**config.mk**
```make
export PLATFORM = sky130hd
export DESIGN_NAME = fit_policy_block_allocator_unit_flat
export DESIGN_NICKNAME = d
export VERILOG_FILES = /design/src/hw/rtl/fpba_pkg.sv /design/src/hw/rtl/fpba_if.sv /design/src/hw/rtl/fpba_cfg.sv /design/src/hw/rtl/fpba_mem.sv /design/src/hw/rtl/fpba_ctrl.sv /design/src/hw/rtl/fit_policy_block_allocator_unit.sv /design/src/flat_wrapper.sv
export SDC_FILE = /design/constraint.sdc
export NUM_CORES = 1
export LEC_CHECK = 0
export BUFFER_PORTS_ARGS = -buffer_cell sky130_fd_sc_hd__buf_2
export CAP_MARGIN = 15
export CORE_ASPECT_RATIO = 1.75
export CORE_UTILIZATION = 35
export CTS_CLUSTER_SIZE = 14
export DETAILED_ROUTE_END_ITERATION = 7
export GPL_ROUTABILITY_DRIVEN = 0
export SYNTH_ARGS = -nofsm -noshare
export SYNTH_HDL_FRONTEND = slang
export SYNTH_HIERARCHICAL = 1
export SYNTH_SLANG_ARGS = --single-unit
```
**constraint.sdc**
```tcl
create_clock -name clk_i -period 11.5 [get_ports clk_i]
set_clock_uncertainty 0.1 [all_clocks]
set_input_delay 0.575 -clock clk_i [delete_from_list [all_inputs] [get_ports clk_i]]
set_output_delay 0.575 -clock clk_i [all_outputs]
set_load 0.1 [all_outputs]
```
**src/hw/rtl/fpba_pkg.sv**
```systemverilog
`timescale 1ns / 1ps
package fpba_pkg;

  // partition table geometry
  localparam int NumBlocks = 16;
  localparam int IdxW      = (NumBlocks > 1) ? $clog2(NumBlocks) : 1;
  localparam int CntW      = $clog2(NumBlocks + 1);
  localparam int SizeW     = 16;

  // configuration register widths
  localparam int ModeW     = 2;
  localparam int CountW    = 5;
  localparam int ApbDataW  = 32;
  localparam int ApbAddrW  = 3;

  // fit modes
  localparam logic [ModeW-1:0] FitFirst = 2'd0;
  localparam logic [ModeW-1:0] FitBest  = 2'd1;
  localparam logic [ModeW-1:0] FitWorst = 2'd2;

  // register indexes, taken from paddr[2]
  localparam logic RegFitMode    = 1'b0;
  localparam logic RegBlockCount = 1'b1;

  // request types
  localparam logic ReqLoad  = 1'b0;
  localparam logic ReqAlloc = 1'b1;

  // configuration seen by the sequencer
  typedef struct packed {
    logic [ModeW-1:0]  fit_mode;
    logic [CountW-1:0] block_count;
  } cfg_t;

  // access to the free-size memory
  typedef struct packed {
    logic             we;
    logic [IdxW-1:0]  waddr;
    logic [SizeW-1:0] wdata;
    logic             re;
    logic [IdxW-1:0]  raddr;
  } mem_req_t;

endpackage

```
**src/hw/rtl/fpba_if.sv**
```systemverilog
`timescale 1ns / 1ps
// request channel
interface fpba_req_if;
  logic                       valid;
  logic                       ready;
  logic                       req_type;
  logic [3:0]                 block_index;
  logic [fpba_pkg::SizeW-1:0] size_value;

  modport source (output valid, req_type, block_index, size_value, input ready);
  modport sink (input valid, req_type, block_index, size_value, output ready);
endinterface

// result channel
interface fpba_rsp_if;
  logic                       valid;
  logic                       ready;
  logic                       granted;
  logic [3:0]                 chosen_block;
  logic [fpba_pkg::SizeW-1:0] left_over;

  modport source (output valid, granted, chosen_block, left_over, input ready);
  modport sink (input valid, granted, chosen_block, left_over, output ready);
endinterface

```
**src/hw/rtl/fpba_cfg.sv**
```systemverilog
`timescale 1ns / 1ps
module fpba_cfg (
  input  logic                             clk_i,
  input  logic                             rst_ni,
  input  logic                             psel,
  input  logic                             penable,
  input  logic                             pwrite,
  input  logic [fpba_pkg::ApbAddrW-1:0]    paddr,
  input  logic [fpba_pkg::ApbDataW-1:0]    pwdata,
  output logic [fpba_pkg::ApbDataW-1:0]    prdata,
  output logic                             pready,
  output fpba_pkg::cfg_t                   cfg_o
);

  logic [fpba_pkg::ModeW-1:0]  fit_mode_q, fit_mode_d;
  logic [fpba_pkg::CountW-1:0] block_count_q, block_count_d;
  logic                        wr_en;
  logic                        reg_sel;

  assign pready  = 1'b1;
  assign reg_sel = paddr[2];
  assign wr_en   = psel & penable & pwrite;

  // register write decode
  always_comb begin
    fit_mode_d    = fit_mode_q;
    block_count_d = block_count_q;
    if (wr_en) begin
      case (reg_sel)
        fpba_pkg::RegFitMode:    fit_mode_d = pwdata[fpba_pkg::ModeW-1:0];
        fpba_pkg::RegBlockCount: block_count_d = pwdata[fpba_pkg::CountW-1:0];
        default: ;
      endcase
    end
  end

  always_ff @(posedge clk_i or negedge rst_ni) begin
    if (!rst_ni) begin
      fit_mode_q    <= fpba_pkg::FitFirst;
      block_count_q <= fpba_pkg::CountW'(16);
    end else begin
      fit_mode_q    <= fit_mode_d;
      block_count_q <= block_count_d;
    end
  end

  // read back
  always_comb begin
    case (reg_sel)
      fpba_pkg::RegFitMode:
        prdata = {{(fpba_pkg::ApbDataW - fpba_pkg::ModeW){1'b0}}, fit_mode_q};
      fpba_pkg::RegBlockCount:
        prdata = {{(fpba_pkg::ApbDataW - fpba_pkg::CountW){1'b0}}, block_count_q};
      default: prdata = '0;
    endcase
  end

  assign cfg_o.fit_mode    = fit_mode_q;
  assign cfg_o.block_count = block_count_q;

endmodule

```
**src/hw/rtl/fpba_mem.sv**
```systemverilog
`timescale 1ns / 1ps
module fpba_mem (
  input  logic                       clk_i,
  input  fpba_pkg::mem_req_t         mem_req_i,
  output logic [fpba_pkg::SizeW-1:0] rdata_o
);

  logic [fpba_pkg::SizeW-1:0] mem_q [fpba_pkg::NumBlocks];
  logic [fpba_pkg::SizeW-1:0] rdata_q;

  // single write port
  always_ff @(posedge clk_i) begin
    if (mem_req_i.we) begin
      mem_q[mem_req_i.waddr] <= mem_req_i.wdata;
    end
  end

  // registered read port
  always_ff @(posedge clk_i) begin
    if (mem_req_i.re) begin
      rdata_q <= mem_q[mem_req_i.raddr];
    end
  end

  assign rdata_o = rdata_q;

endmodule

```
**src/hw/rtl/fpba_ctrl.sv**
```systemverilog
`timescale 1ns / 1ps
module fpba_ctrl (
  input  logic                       clk_i,
  input  logic                       rst_ni,
  input  fpba_pkg::cfg_t             cfg_i,
  fpba_req_if.sink                   req,
  fpba_rsp_if.source                 rsp,
  output fpba_pkg::mem_req_t         mem_req_o,
  input  logic [fpba_pkg::SizeW-1:0] mem_rdata_i
);

  typedef enum logic [2:0] {
    StIdle = 3'b001,
    StScan = 3'b010,
    StDone = 3'b100
  } state_e;

  state_e                       state_q, state_d;
  logic [fpba_pkg::CntW-1:0]    cnt_q, cnt_d;
  logic [fpba_pkg::CntW-1:0]    limit_q, limit_d;
  logic [fpba_pkg::ModeW-1:0]   mode_q, mode_d;
  logic [fpba_pkg::SizeW-1:0]   size_q, size_d;
  logic                         rd_vld_q, rd_vld_d;
  logic [fpba_pkg::IdxW-1:0]    rd_idx_q, rd_idx_d;
  logic                         found_q, found_d;
  logic [fpba_pkg::IdxW-1:0]    pick_q, pick_d;
  logic [fpba_pkg::SizeW-1:0]   pick_val_q, pick_val_d;
  logic                         out_valid_q, out_valid_d;
  logic                         out_granted_q, out_granted_d;
  logic [3:0]                   out_block_q, out_block_d;
  logic [fpba_pkg::SizeW-1:0]   out_left_q, out_left_d;

  logic                         accept;
  logic                         issue;
  logic                         fits;
  logic                         better;
  logic                         take;
  logic                         out_free;
  logic [fpba_pkg::SizeW-1:0]   remain;
  logic [fpba_pkg::CntW-1:0]    count_ext;

  assign req.ready = (state_q == StIdle);
  assign accept    = req.valid & req.ready;
  assign issue     = (state_q == StScan) && (cnt_q < limit_q);
  assign out_free  = !out_valid_q || rsp.ready;
  assign remain    = pick_val_q - size_q;

  // block count saturates at the table depth
  always_comb begin
    if (fpba_pkg::CountW > fpba_pkg::CntW) begin
      count_ext = (cfg_i.block_count > fpba_pkg::CountW'(fpba_pkg::NumBlocks))
                  ? fpba_pkg::CntW'(fpba_pkg::NumBlocks)
                  : fpba_pkg::CntW'(cfg_i.block_count);
    end else begin
      count_ext = (fpba_pkg::CntW'(cfg_i.block_count) >
                   fpba_pkg::CntW'(fpba_pkg::NumBlocks))
                  ? fpba_pkg::CntW'(fpba_pkg::NumBlocks)
                  : fpba_pkg::CntW'(cfg_i.block_count);
    end
  end

  // candidate compare on the returning read data
  assign fits = (mem_rdata_i >= size_q);
  always_comb begin
    case (mode_q)
      fpba_pkg::FitBest:  better = (mem_rdata_i < pick_val_q);
      fpba_pkg::FitWorst: better = (mem_rdata_i > pick_val_q);
      default:            better = 1'b0;
    endcase
  end
  assign take = rd_vld_q && fits && (!found_q || better);

  // sequencer
  always_comb begin
    state_d       = state_q;
    cnt_d         = cnt_q;
    limit_d       = limit_q;
    mode_d        = mode_q;
    size_d        = size_q;
    rd_vld_d      = issue;
    rd_idx_d      = cnt_q[fpba_pkg::IdxW-1:0];
    found_d       = found_q;
    pick_d        = pick_q;
    pick_val_d    = pick_val_q;
    out_valid_d   = out_valid_q & ~rsp.ready;
    out_granted_d = out_granted_q;
    out_block_d   = out_block_q;
    out_left_d    = out_left_q;
    mem_req_o     = '0;
    mem_req_o.re    = issue;
    mem_req_o.raddr = cnt_q[fpba_pkg::IdxW-1:0];

    case (state_q)
      StIdle: begin
        if (accept) begin
          if (req.req_type == fpba_pkg::ReqLoad) begin
            mem_req_o.we    = 1'b1;
            mem_req_o.waddr = req.block_index[fpba_pkg::IdxW-1:0];
            mem_req_o.wdata = req.size_value;
          end else begin
            state_d = StScan;
            cnt_d   = '0;
            limit_d = count_ext;
            mode_d  = cfg_i.fit_mode;
            size_d  = req.size_value;
            found_d = 1'b0;
          end
        end
      end
      StScan: begin
        if (issue) begin
          cnt_d = cnt_q + fpba_pkg::CntW'(1);
        end
        if (take) begin
          found_d    = 1'b1;
          pick_d     = rd_idx_q;
          pick_val_d = mem_rdata_i;
        end
        if (!issue && !rd_vld_q) begin
          state_d = StDone;
        end
      end
      StDone: begin
        if (out_free) begin
          mem_req_o.we    = found_q;
          mem_req_o.waddr = pick_q;
          mem_req_o.wdata = remain;
          out_valid_d     = 1'b1;
          out_granted_d   = found_q;
          out_block_d     = found_q ? 4'(pick_q) : 4'd0;
          out_left_d      = found_q ? remain : '0;
          state_d         = StIdle;
        end
      end
      default: state_d = StIdle;
    endcase
  end

  // control state
  always_ff @(posedge clk_i or negedge rst_ni) begin
    if (!rst_ni) begin
      state_q     <= StIdle;
      cnt_q       <= '0;
      rd_vld_q    <= 1'b0;
      found_q     <= 1'b0;
      out_valid_q <= 1'b0;
    end else begin
      state_q     <= state_d;
      cnt_q       <= cnt_d;
      rd_vld_q    <= rd_vld_d;
      found_q     <= found_d;
      out_valid_q <= out_valid_d;
    end
  end

  // payload
  always_ff @(posedge clk_i) begin
    limit_q       <= limit_d;
    mode_q        <= mode_d;
    size_q        <= size_d;
    rd_idx_q      <= rd_idx_d;
    pick_q        <= pick_d;
    pick_val_q    <= pick_val_d;
    out_granted_q <= out_granted_d;
    out_block_q   <= out_block_d;
    out_left_q    <= out_left_d;
  end

  assign rsp.valid        = out_valid_q;
  assign rsp.granted      = out_granted_q;
  assign rsp.chosen_block = out_block_q;
  assign rsp.left_over    = out_left_q;

endmodule

```
**src/hw/rtl/fit_policy_block_allocator_unit.sv**
```systemverilog
`timescale 1ns / 1ps
// Partition allocator with first, best and worst fit.
// req_i: valid/ready request channel. A load transaction (req_type 0) writes
//   the free size of partition block_index and gives no
//   result. An allocate transaction (req_type 1) searches partitions
//   0 .. min(block_count, 16)-1 and gives exactly one result on rsp_o.
// rsp_o: valid/ready result channel with granted, chosen_block, left_over.
// APB port: register 0 fit_mode at 0x0, register 1 block_count at 0x4;
//   write only while the unit is idle.
// Operation: an allocate occupies the unit from the moment it is taken until
//   its result is registered: the free sizes sit in a synchronous memory read
//   one entry per cycle, followed by the read latency, a step to close the scan
//   and the write-back. A new request can be taken as soon as the result is
//   registered.
// Reset clears the sequencer and the result valid; the free-size memory is
//   not cleared and every partition in use must be loaded first.
// A stalled result holds in the output register; the unit keeps taking
//   requests but an allocate waits at write-back until the register frees.
module fit_policy_block_allocator_unit (
  input  logic                          clk_i,
  input  logic                          rst_ni,
  fpba_req_if.sink                      req_i,
  fpba_rsp_if.source                    rsp_o,
  input  logic                          psel,
  input  logic                          penable,
  input  logic                          pwrite,
  input  logic [fpba_pkg::ApbAddrW-1:0] paddr,
  input  logic [fpba_pkg::ApbDataW-1:0] pwdata,
  output logic [fpba_pkg::ApbDataW-1:0] prdata,
  output logic                          pready
);

  fpba_pkg::cfg_t             cfg;
  fpba_pkg::mem_req_t         mem_req;
  logic [fpba_pkg::SizeW-1:0] mem_rdata;

  // configuration registers
  fpba_cfg u_cfg (
    .clk_i   (clk_i),
    .rst_ni  (rst_ni),
    .psel    (psel),
    .penable (penable),
    .pwrite  (pwrite),
    .paddr   (paddr),
    .pwdata  (pwdata),
    .prdata  (prdata),
    .pready  (pready),
    .cfg_o   (cfg)
  );

  // scan sequencer and result register
  fpba_ctrl u_ctrl (
    .clk_i       (clk_i),
    .rst_ni      (rst_ni),
    .cfg_i       (cfg),
    .req         (req_i),
    .rsp         (rsp_o),
    .mem_req_o   (mem_req),
    .mem_rdata_i (mem_rdata)
  );

  // free-size table
  fpba_mem u_mem (
    .clk_i     (clk_i),
    .mem_req_i (mem_req),
    .rdata_o   (mem_rdata)
  );

  // a load transaction goes straight to the table
  assert property (@(posedge clk_i) disable iff (!rst_ni)
    (req_i.valid && req_i.ready && req_i.req_type == fpba_pkg::ReqLoad) |->
      (mem_req.we && mem_req.waddr == req_i.block_index[fpba_pkg::IdxW-1:0]
       && mem_req.wdata == req_i.size_value))
    else $error("load transaction not written to the table");

  // a write-back shows up as a granted result with the same remainder
  assert property (@(posedge clk_i) disable iff (!rst_ni)
    (mem_req.we && !req_i.ready) |=>
      (rsp_o.valid && rsp_o.granted && rsp_o.left_over == $past(mem_req.wdata)))
    else $error("write-back without matching result");

  // a new result only comes out of a busy search
  assert property (@(posedge clk_i) disable iff (!rst_ni)
    $rose(rsp_o.valid) |-> $past(!req_i.ready))
    else $error("result raised while idle");

  // no table read while a request can be taken
  assert property (@(posedge clk_i) disable iff (!rst_ni)
    req_i.ready |-> !mem_req.re)
    else $error("table read while idle");

endmodule

```
**src/flat_wrapper.sv**
```systemverilog
// flat-port wrapper written by rule: the top's interface ports become plain ports
module fit_policy_block_allocator_unit_flat 
  (clk_i, rst_ni, psel, penable, pwrite, paddr, pwdata, prdata, pready, req_i_valid, req_i_req_type, req_i_block_index, req_i_size_value, req_i_ready, rsp_o_valid, rsp_o_granted, rsp_o_chosen_block, rsp_o_left_over, rsp_o_ready);
  fpba_req_if req_i_i ();
  fpba_rsp_if rsp_o_i ();
  input  logic clk_i;
  input  logic rst_ni;
  input  logic psel;
  input  logic penable;
  input  logic pwrite;
  input  logic [fpba_pkg::ApbAddrW-1:0] paddr;
  input  logic [fpba_pkg::ApbDataW-1:0] pwdata;
  output logic [fpba_pkg::ApbDataW-1:0] prdata;
  output logic pready;
  input wire logic [$bits(req_i_i.valid)-1:0] req_i_valid;
  input wire logic [$bits(req_i_i.req_type)-1:0] req_i_req_type;
  input wire logic [$bits(req_i_i.block_index)-1:0] req_i_block_index;
  input wire logic [$bits(req_i_i.size_value)-1:0] req_i_size_value;
  output wire logic [$bits(req_i_i.ready)-1:0] req_i_ready;
  output wire logic [$bits(rsp_o_i.valid)-1:0] rsp_o_valid;
  output wire logic [$bits(rsp_o_i.granted)-1:0] rsp_o_granted;
  output wire logic [$bits(rsp_o_i.chosen_block)-1:0] rsp_o_chosen_block;
  output wire logic [$bits(rsp_o_i.left_over)-1:0] rsp_o_left_over;
  input wire logic [$bits(rsp_o_i.ready)-1:0] rsp_o_ready;
  assign req_i_i.valid = req_i_valid;
  assign req_i_i.req_type = req_i_req_type;
  assign req_i_i.block_index = req_i_block_index;
  assign req_i_i.size_value = req_i_size_value;
  assign req_i_ready = req_i_i.ready;
  assign rsp_o_valid = rsp_o_i.valid;
  assign rsp_o_granted = rsp_o_i.granted;
  assign rsp_o_chosen_block = rsp_o_i.chosen_block;
  assign rsp_o_left_over = rsp_o_i.left_over;
  assign rsp_o_i.ready = rsp_o_ready;
  fit_policy_block_allocator_unit u_core (.clk_i(clk_i), .rst_ni(rst_ni), .req_i(req_i_i), .rsp_o(rsp_o_i), .psel(psel), .penable(penable), .pwrite(pwrite), .paddr(paddr), .pwdata(pwdata), .prdata(prdata), .pready(pready));
endmodule
```
# Word level (Yosys, flattened, before mapping)
# Memories as Yosys holds them, arrays and structs flattened. A register that Yosys moved wholly into a read port is not among the register bits.
# Index checks and enable logic that the tools add are counted.
# word_totals
n_memories	1
wordCells	83
mem_bits_rw	256
out_inout_bits	56
ff_bits	86
in_bits	63
# mem_list
name	depth	word_bits	rd	rd_ports_with_merged_regs	wr	line_no	source
u_core.u_mem.mem_q	16	16	1	1	1	fpba_mem.sv:8	logic [fpba_pkg::SizeW-1:0] mem_q [fpba_pkg::NumBlocks];
# op_classes
n_reduce_logical	19
magnitude_cmp	5
n_eq_ne	11
muxes	23
n_addsub	2
bitwise	6
# op_table
operator	n
case mux 32 bit (2 select lines)	1
two-way mux 21 bit	3
case mux 21 bit (2 select lines)	1
>= comparator 16 bit	1
> comparator 16 bit	1
less-than comparator 16 bit	1
subtractor 16 bit	1
two-way mux 5 bit	3
two-way mux 3 bit	4
AND reduction 4 bit	3
case mux 5 bit (2 select lines)	1
case mux 3 bit (3 select lines)	1
!= test 2 bit, second input constant	4
AND reduction 2 bit	4
two-way mux 1 bit	7
adder 5 x 1 -> 5 bit, second input constant	1
> comparator 5 bit, second input constant	1
less-than comparator 5 bit	1
AND 1 bit	4
logical AND 1 bit	4
logical NOT 1 bit	4
!= test 2 x 1 -> 1 bit, second input constant	2
case mux 1 bit (2 select lines)	2
== test 3 x 1 -> 1 bit, second input constant	1
8 further kinds	10

# Depth between registers and ports, before layout
# Gate-level depths: netlist of run 1.
# depth
word_depth	6
ltp_mapped	10
ltp_nobuf	10

# Hierarchy
# The synthesis of run 1 kept the hierarchy.
# by_module_without_submodules
module	cells_each	n_inst	seq_area_each_um2	area_each_um2
fpba_mem	432	1	8167.8	10202.3
fpba_ctrl	423	1	2278.4	4658.2
fpba_cfg	51	1	176.4	535.5

# Worst setup path after synthesis of run 1
# No wires, ideal clock.
# synth_path
kind	reg2reg
startpoint	reg u_core.u_ctrl.state_q[0]
endpoint	mem u_core/u_mem/mem_q[0][0] in the netlist's numbering (enable)
stages_incl_launch_ff	8
path_buffers	1
t_arrival_ps	5212
path_slack_ps	5779
cell_sequence	dfstp_2 nor3b_1 nand2_1 nor2_1 buf_2 a21o_1 or3b_2 nor3_1
# synth_rtl
item	line_no	source
start: declaration	fpba_ctrl.sv:18	state_e state_q, state_d;
start signal: assignment	fpba_ctrl.sv:142	state_q <= StIdle;
start signal: assignment	fpba_ctrl.sv:148	state_q <= state_d;
end: declaration	fpba_mem.sv:8	

==> out/results.tsv, run 1 <==
metric	value	unit
cts_setup_buffers	0	
cts_tree	built	
start_util	35.5	%
h-tree-depth	1	
ys_types	62	
synth_cells	906	
avgRoutedWirePerCell	20.7	um
r2r_cells	7	
hold_path_class	in -> reg	
drive_gt1_share	20.7	%
start_kind	flop	
critPathBufInv	2	
critPathKind	reg -> reg	
nFillCells	3912	
period_share	29.2	%
firstDrtPassIters	5	
cp_cell_sequence	or3b_2 > nor2_4 > buf_4 > a22o_1 > nand2_1 > nor2_1 > buf_4	
setup_violations	0	
drtIter0Drc	554	
rrSetupSlack	8140	ps
min_period	3360	ps
grtUsageTotal	14.7	%
drc	0	
synthXorXnorAreaFrac	0.626	%
end_kind	flop	
multi_input_area	0.00433	sq mm
io_buffer_count	61	
grt_pass1_wl	49500	um
vias	7967	
report.final.slew_viol_count	0	
cts_buffers	31	
cpMostUsedCell	buf_4	
worstHoldStart	req_i_size_value[4]	
antenna_found_initial	0	
ys_async_sr_fraction	5.03	%
hold_viol_final	0	
r2r_start	u_core/u_ctrl/state_q[1]$_DFFE_PN0P_	
synth_top_family_by_area	multiplexers	
synth-edff-count	336	
synth.avg_cell_area	17.0	sq um
required	11650	ps
diodes	0	
crit_family	simple AND/OR/NAND/NOR gates	
ys.flop_type	edfxtp_1	
synthToLayoutAreaGrowth	12.1	%
grt_pass1_vias	8355	
nets	1106	
fp.dieH	279	um
synth_largest_area_cell	edfxtp_1	
clock_path_buffers	3	
ant_nets	0	
avgViaCountPerCell	5.07	
vdd_ir_drop_max	0.000133	V
rsz0062_at_grt	false	
die_w	161	um
power_density	165	mW/mm^2
synth_area_leaders	edfxtp_1, mux4_2, ha_1	
cpPeakStageDelay	550	ps
leakage	6.01	nW
ys_warn_count	6	
die_area	0.0449	sq mm
min_path_cells	1	
worst_pin_slew	1060	ps
core	0.0433	sq mm
crit_path_top_delay_cell	or3b_2	
cts-root-buf	clkbuf_16	
synth_compound_area_share	6.36	%
overflow	0	
cts.clk_slew.worst_paths	60	ps
reg2reg_to	u_core/u_mem/mem_q[15][7]$_DFFE_PP_	
seq_area	0.0106	sq mm
clkLatencyLatePin	570	ps
num_rows	101	
hpwl	22600	um
clock-sinks	358	
ios	119	
critical_path_peak_fanout	43	
synthMuxAreaShare	10.3	%
drt-total-wl	32500	um
min_to	u_core/u_ctrl/size_q[4]$_DFFE_PP_	
synth_top_area_share	65.5	%
ys_seq_area_share	69.0	%
slew-limit-headroom	29.1	%
yosys.area_share.simple	5.28	%
synth.ff_latch_count	358	
fin_tns_setup	0	ps
synthAdderAreaFrac	4.52	%
fmax	0.298	GHz
max_cap_violations	0	
grt_max_degree	69	
synthesis.area	0.0154	sq mm
worstPathArrival	3510	ps
whs	102	ps
run_status	completed	
layer usage:
layer,up-vias,part of all wire [%],track usage (%)
met1,4095,36,15.2
met3,44,3.2,1.39
met5,-,0,0
li1,3657,-,-
met4,0,2.4,5.23
met2,171,59,29.8
sequential cells by signal (all words and copies together) (netlist names):
| register | cells |
|---|---|
| u_core/u_mem/mem_q | 256 |
| u_core/u_ctrl/pick_val_q | 16 |
| u_core/u_ctrl/rsp.left_over | 16 |
| u_core/u_ctrl/size_q | 16 |
| u_core/u_mem/rdata_o | 16 |
| u_core/u_cfg/block_count_q | 5 |
| u_core/u_ctrl/cnt_q | 5 |
| u_core/u_ctrl/limit_q | 5 |
| u_core/u_ctrl/pick_q | 4 |
| u_core/u_ctrl/rd_idx_q | 4 |
| u_core/u_ctrl/rsp.chosen_block | 4 |
| u_core/u_ctrl/state_q | 3 |
| u_core/u_cfg/fit_mode_q | 2 |
| u_core/u_ctrl/mode_q | 2 |
| u_core/u_ctrl/found_q | 1 |
| u_core/u_ctrl/rd_vld_q | 1 |
| u_core/u_ctrl/rsp.granted | 1 |
| u_core/u_ctrl/rsp.valid | 1 |
worst max path at each step:
stage	depth (start not counted)	start	slack (ps)	to
global route	7	u_core/u_ctrl/state_q[1]$_DFFE_PN0P_	8000	u_core/u_mem/mem_q[13][12]$_DFFE_PP_
CTS	7	u_core/u_ctrl/state_q[1]$_DFFE_PN0P_	8130	u_core/u_mem/mem_q[15][15]$_DFFE_PP_
detailed placement	7	u_core/u_ctrl/state_q[1]$_DFFE_PN0P_	8160	u_core/u_mem/mem_q[15][13]$_DFFE_PP_
finish	7	u_core/u_ctrl/state_q[1]$_DFFE_PN0P_	8140	u_core/u_mem/mem_q[15][7]$_DFFE_PP_
floorplan	7	u_core/u_ctrl/state_q[0]$_DFFE_PN1P_	5780	u_core/u_mem/mem_q[0][0]$_DFFE_PP_
global placement	7	u_core/u_ctrl/state_q[1]$_DFFE_PN0P_	8240	u_core/u_mem/mem_q[15][13]$_DFFE_PP_
logic make-up (layout without fill, tap and decap cells):
logic type	count (synthesis)	count (layout)
AND/OR/NAND/NOR	160	160
flip-flops	358	358
adder cells (fa/ha/maj)	55	55
buffers and inverters	109	183
AO/OA/AOI/OAI	137	137
multiplexers	74	74
other	2	28
XOR/XNOR	11	11
report_power, final:
part	switching [W]	total (W)	leakage [nW]	internal, W
combinational	0.000222	0.000372	2.23	0.000150
sequential	0.0000383	0.00150	3.33	0.00146
clock	0.000438	0.000980	0.449	0.000541
metrics by stage:
stage / utilization [%] / instances / instance area (sq um) / setup slack [ps] / power [W]
detailed placement: 37.7 / 1520 / 16300 / 8160 / 0.00191
floorplan: - / 932 / 15500 / 5780 / 0.00183
global route: 39.8 / 1572 / 17300 / 8000 / 0.00295
finish: 39.8 / 1572 / 17300 / 8140 / 0.00285
global placement: 37.7 / 1520 / 16300 / 8240 / 0.00190
CTS: 39.8 / 1572 / 17300 / 8130 / 0.00289
placed cells by master (no fill, tap or decap), types with 4 or more instances in the layout:
cell,instances
a211oi_1,7
a21o_1,5
a21oi_1,29
a22o_1,18
a22oi_1,33
and2_1,23
buf_2,61
buf_4,24
clkbuf_1,11
clkbuf_16,32
conb_1,28
dfrtp_1,14
dfxtp_1,4
edfxtp_1,336
ha_1,54
inv_1,46
mux2_2,9
mux4_1,10
mux4_2,54
nand2_1,47
nand2b_1,8
nand3_1,13
nand4_1,4
nor2_1,28
nor2b_1,9
nor3_2,4
o211ai_1,4
o21a_1,4
o21ai_0,16
xnor2_1,6
xor2_1,5
cell usage after synthesis, types with 3 or more instances:
library cell and instances:
a211oi_1 7, a21o_1 5, a21oi_1 29, a22o_1 18
a22oi_1 33, a31oi_1 4, and2_1 23, buf_1 4
buf_2 7, buf_4 36, buf_6 5, clkbuf_1 11
dfrtp_1 16, dfxtp_1 4, edfxtp_1 336, ha_1 54
inv_1 46, mux2_2 9, mux4_1 10, mux4_2 54
nand2_1 47, nand2b_1 8, nand3_1 13, nand3b_1 3
nand4_1 4, nor2_1 31, nor2b_1 9, nor3_1 7
o211ai_1 4, o21a_1 4, o21ai_0 16, or3_1 3
xnor2_1 6, xor2_1 5
worst register-to-register path, stage by stage (launching register included):
cell and delay [ps]:
dfrtp_1 430, or3b_2 560, nor2_4 100, buf_4 460, a22o_1 500, nand2_1 200
nor2_1 360, buf_4 330
timing repair:
item,CTS,global route
gates resized for setup,0,0
endpoints found under the hold margin,16,0
hold buffers,1,0
layout make-up:
| type | instances | area share (%) |
|---|---|---|
| Clock inverter | 6 | 0.341 |
| Clock buffer | 45 | 5.04 |
| Multi-Input combinational cell | 465 | 25.1 |
| Tap cell | 566 | 4.10 |
| Sequential cell | 358 | 61.6 |
| Inverter | 46 | 1.00 |
| Timing Repair Buffer | 86 | 2.87 |
No activity file was read; power rests on OpenSTA's default activity.
==> run 2, diff against run 1 <==
==> constraint.sdc (replaced) <==
create_clock -name clk_i -period 3.2 [get_ports clk_i]
set_clock_uncertainty 0.1 [all_clocks]
set_input_delay 0.16 -clock clk_i [delete_from_list [all_inputs] [get_ports clk_i]]
set_output_delay 0.16 -clock clk_i [all_outputs]
set_load 0.1 [all_outputs]
==> out/results.tsv, run 2 (synthesized netlist as in run 1, its figures left out) <==
metric	value	unit	change
antenna_found_initial	0		unchanged
sequentialPowerShare	52.6	%	about the same
mostFrequentLayoutCell	edfxtp_1		
period_share	94.7	%	+66 points
whs	30.5	ps	-71.0 ps
start_util	35.5	%	unchanged
setup_violations	0		unchanged
clock_path_buffers	3		unchanged
avgRoutedWirePerCell	21.3	um	+2.8%
fmax	0.330	GHz	+11%
power_density	571	mW/mm^2	+250%
overflow	0		unchanged
start_kind	flop		
slew-limit-headroom	49.5	%	+20 points
grt_pass1_vias	8597		+2.9%
p_clk_share	33.0	%	-1.4 points
ant_nets	0		unchanged
cts_tree	built		
num_rows	101		unchanged
drive_gt1_share	23.4	%	+2.7 points
critPathKind	reg -> reg		
p_int	0.00770	W	+260%
cts.clk_slew.worst_paths	70	ps	about the same
grtUsageTotal	15.5	%	+0.82 points
core	0.0433	sq mm	unchanged
drtIter0Drc	499		-9.9%
rsz0062_at_grt	false		
io_buffer_count	61		unchanged
die_w	161	um	unchanged
grt_max_degree	69		unchanged
firstDrtPassIters	4		-1
min_period	3030	ps	-329 ps
dp_slack	-99.3	ps	-8260 ps
hpwl	22400	um	-1.1%
fp.dieH	279	um	unchanged
power_switching	0.00251	W	+260%
final_cell_mix	edfxtp_1, buf_2, ha_1, mux4_2		
largest_register_ffs	256		unchanged
netSwitchingFraction	24.6	%	+0.081 points
h-tree-depth	1		unchanged
clock-sinks	358		unchanged
vias	8212		+3.1%
final_cells	1622		+3.2%
hold_path_class	in -> reg		
end_kind	flop		
nets	1156		+4.5%
combinationalPowerShare	14.4	%	+1.4 points
worst_pin_slew	756	ps	-308 ps
fin_tns_setup	0	ps	unchanged
power	0.0102	W	+260%
critical_path_peak_fanout	16		-63%
clkLatencyLatePin	560	ps	about the same
cts-root-buf	clkbuf_16		
grt_pass1_wl	51400	um	+3.9%
hold_viol_final	0		unchanged
leakage	6.22	nW	+3.6%
worstPathArrival	3230	ps	-280 ps
die_area	0.0449	sq mm	unchanged
max_cap_violations	0		unchanged
placed_cells	1537		+1.1%
vdd_ir_drop_max	0.000404	V	+200%
drc	0		unchanged
cts_buffers	31		unchanged
drt-total-wl	34500	um	+6.1%
synthToLayoutAreaGrowth	16.1	%	
timing.final.ws_setup	168	ps	-7970 ps
ios	119		unchanged
required	3400	ps	-8250 ps
avgViaCountPerCell	5.06		-0.10%
report.final.slew_viol_count	0		unchanged
run_status	completed		
regMostFlops	u_core/u_mem/mem_q		
## run 2: cell count changes in the layout (fill, tap and decap cells not counted), sizes merged
| cell | previous run | this run |
|---|---|---|
| dlygate4sd3 | 1 | 34 |
| diode | 0 | 1 |
| buf | 85 | 102 |
| bufinv | 1 | 0 |
| clkbuf | 45 | 42 |
| clkinv | 5 | 8 |
## run 2: per-stage QoR
step,util (%),area (sq um)
after global routing,41.2,17900
after CTS,41.2,17900
after detailed placement,38.4,16600
final,41.2,17900
after global placement,38.4,16600
after floorplan,-,15700
## run 2: metal layers
metal | GRT usage (%) | routed length [um]
met1 | 16.2 | 12400
met2 | 30.8 | 19600
met3 | 1.42 | 1040
met4 | 6.69 | 1420
met5 | 0 | 0
## run 2: cell type report
class                           count  area (sq um)
Multi-Input combinational cell    465          4470
Tap cell                          566           708
Clock buffer                       42           837
Timing Repair Buffer              136          1020
Fill cell                        3842         25500
Inverter                           46           173
Clock inverter                      8          40.0
Antenna cell                        1          2.50
Sequential cell                   358         10600
## run 2: power by group through the flow
stage | Combinational, W | Sequential, W | Clock [W]
finish | 0.00147 | 0.00537 | 0.00337
floorplan | 0.00120 | 0.00540 | 0
CTS | 0.00149 | 0.00537 | 0.00347
detailed placement | 0.00143 | 0.00547 | 0
global placement | 0.00142 | 0.00547 | 0
global route | 0.00157 | 0.00539 | 0.00360
## run 2: worst max-delay path: stages (launching register included)
cell and delay (ps):
edfxtp_1 400, inv_1 70, ha_1 150, inv_1 50, fa_2 370, a211oi_2 310, nor2_1 120, buf_4 160
a2111o_1 390, a21oi_2 150, xnor2_1 90, a22o_1 230, buf_4 190
## run 2: path summary, 6_finish.rpt
check	start	end	slack [ps]	depth (start not counted)
setup / recovery	u_core/u_ctrl/pick_val_q[0]$_DFFE_PP_	u_core/u_mem/mem_q[3][14]$_DFFE_PP_	170	12
hold / removal	req_i_valid	u_core/u_ctrl/cnt_q[0]$_DFFE_PN0P_	30	4
setup reg to reg	u_core/u_ctrl/pick_val_q[0]$_DFFE_PP_	u_core/u_mem/mem_q[3][14]$_DFFE_PP_	170	12
hold reg to reg	u_core/u_ctrl/rd_idx_q[0]$_DFF_P_	u_core/u_ctrl/pick_q[0]$_DFFE_PP_	300	0
max in group asynchronous	rst_ni	u_core/u_ctrl/cnt_q[0]$_DFFE_PN0P_	1160	4
min in group asynchronous	rst_ni	u_core/u_cfg/block_count_q[4]$_DFFE_PN1P_	600	3
## run 2: repair_timing
action / CTS / global route
pin swaps: 0 / 1
gates resized for setup: 2 / 2
buffers inserted: 0 / 0
hold endpoints to repair: 46 / 0
endpoints found under the setup margin: 32 / 32
hold buffers: 34 / 0
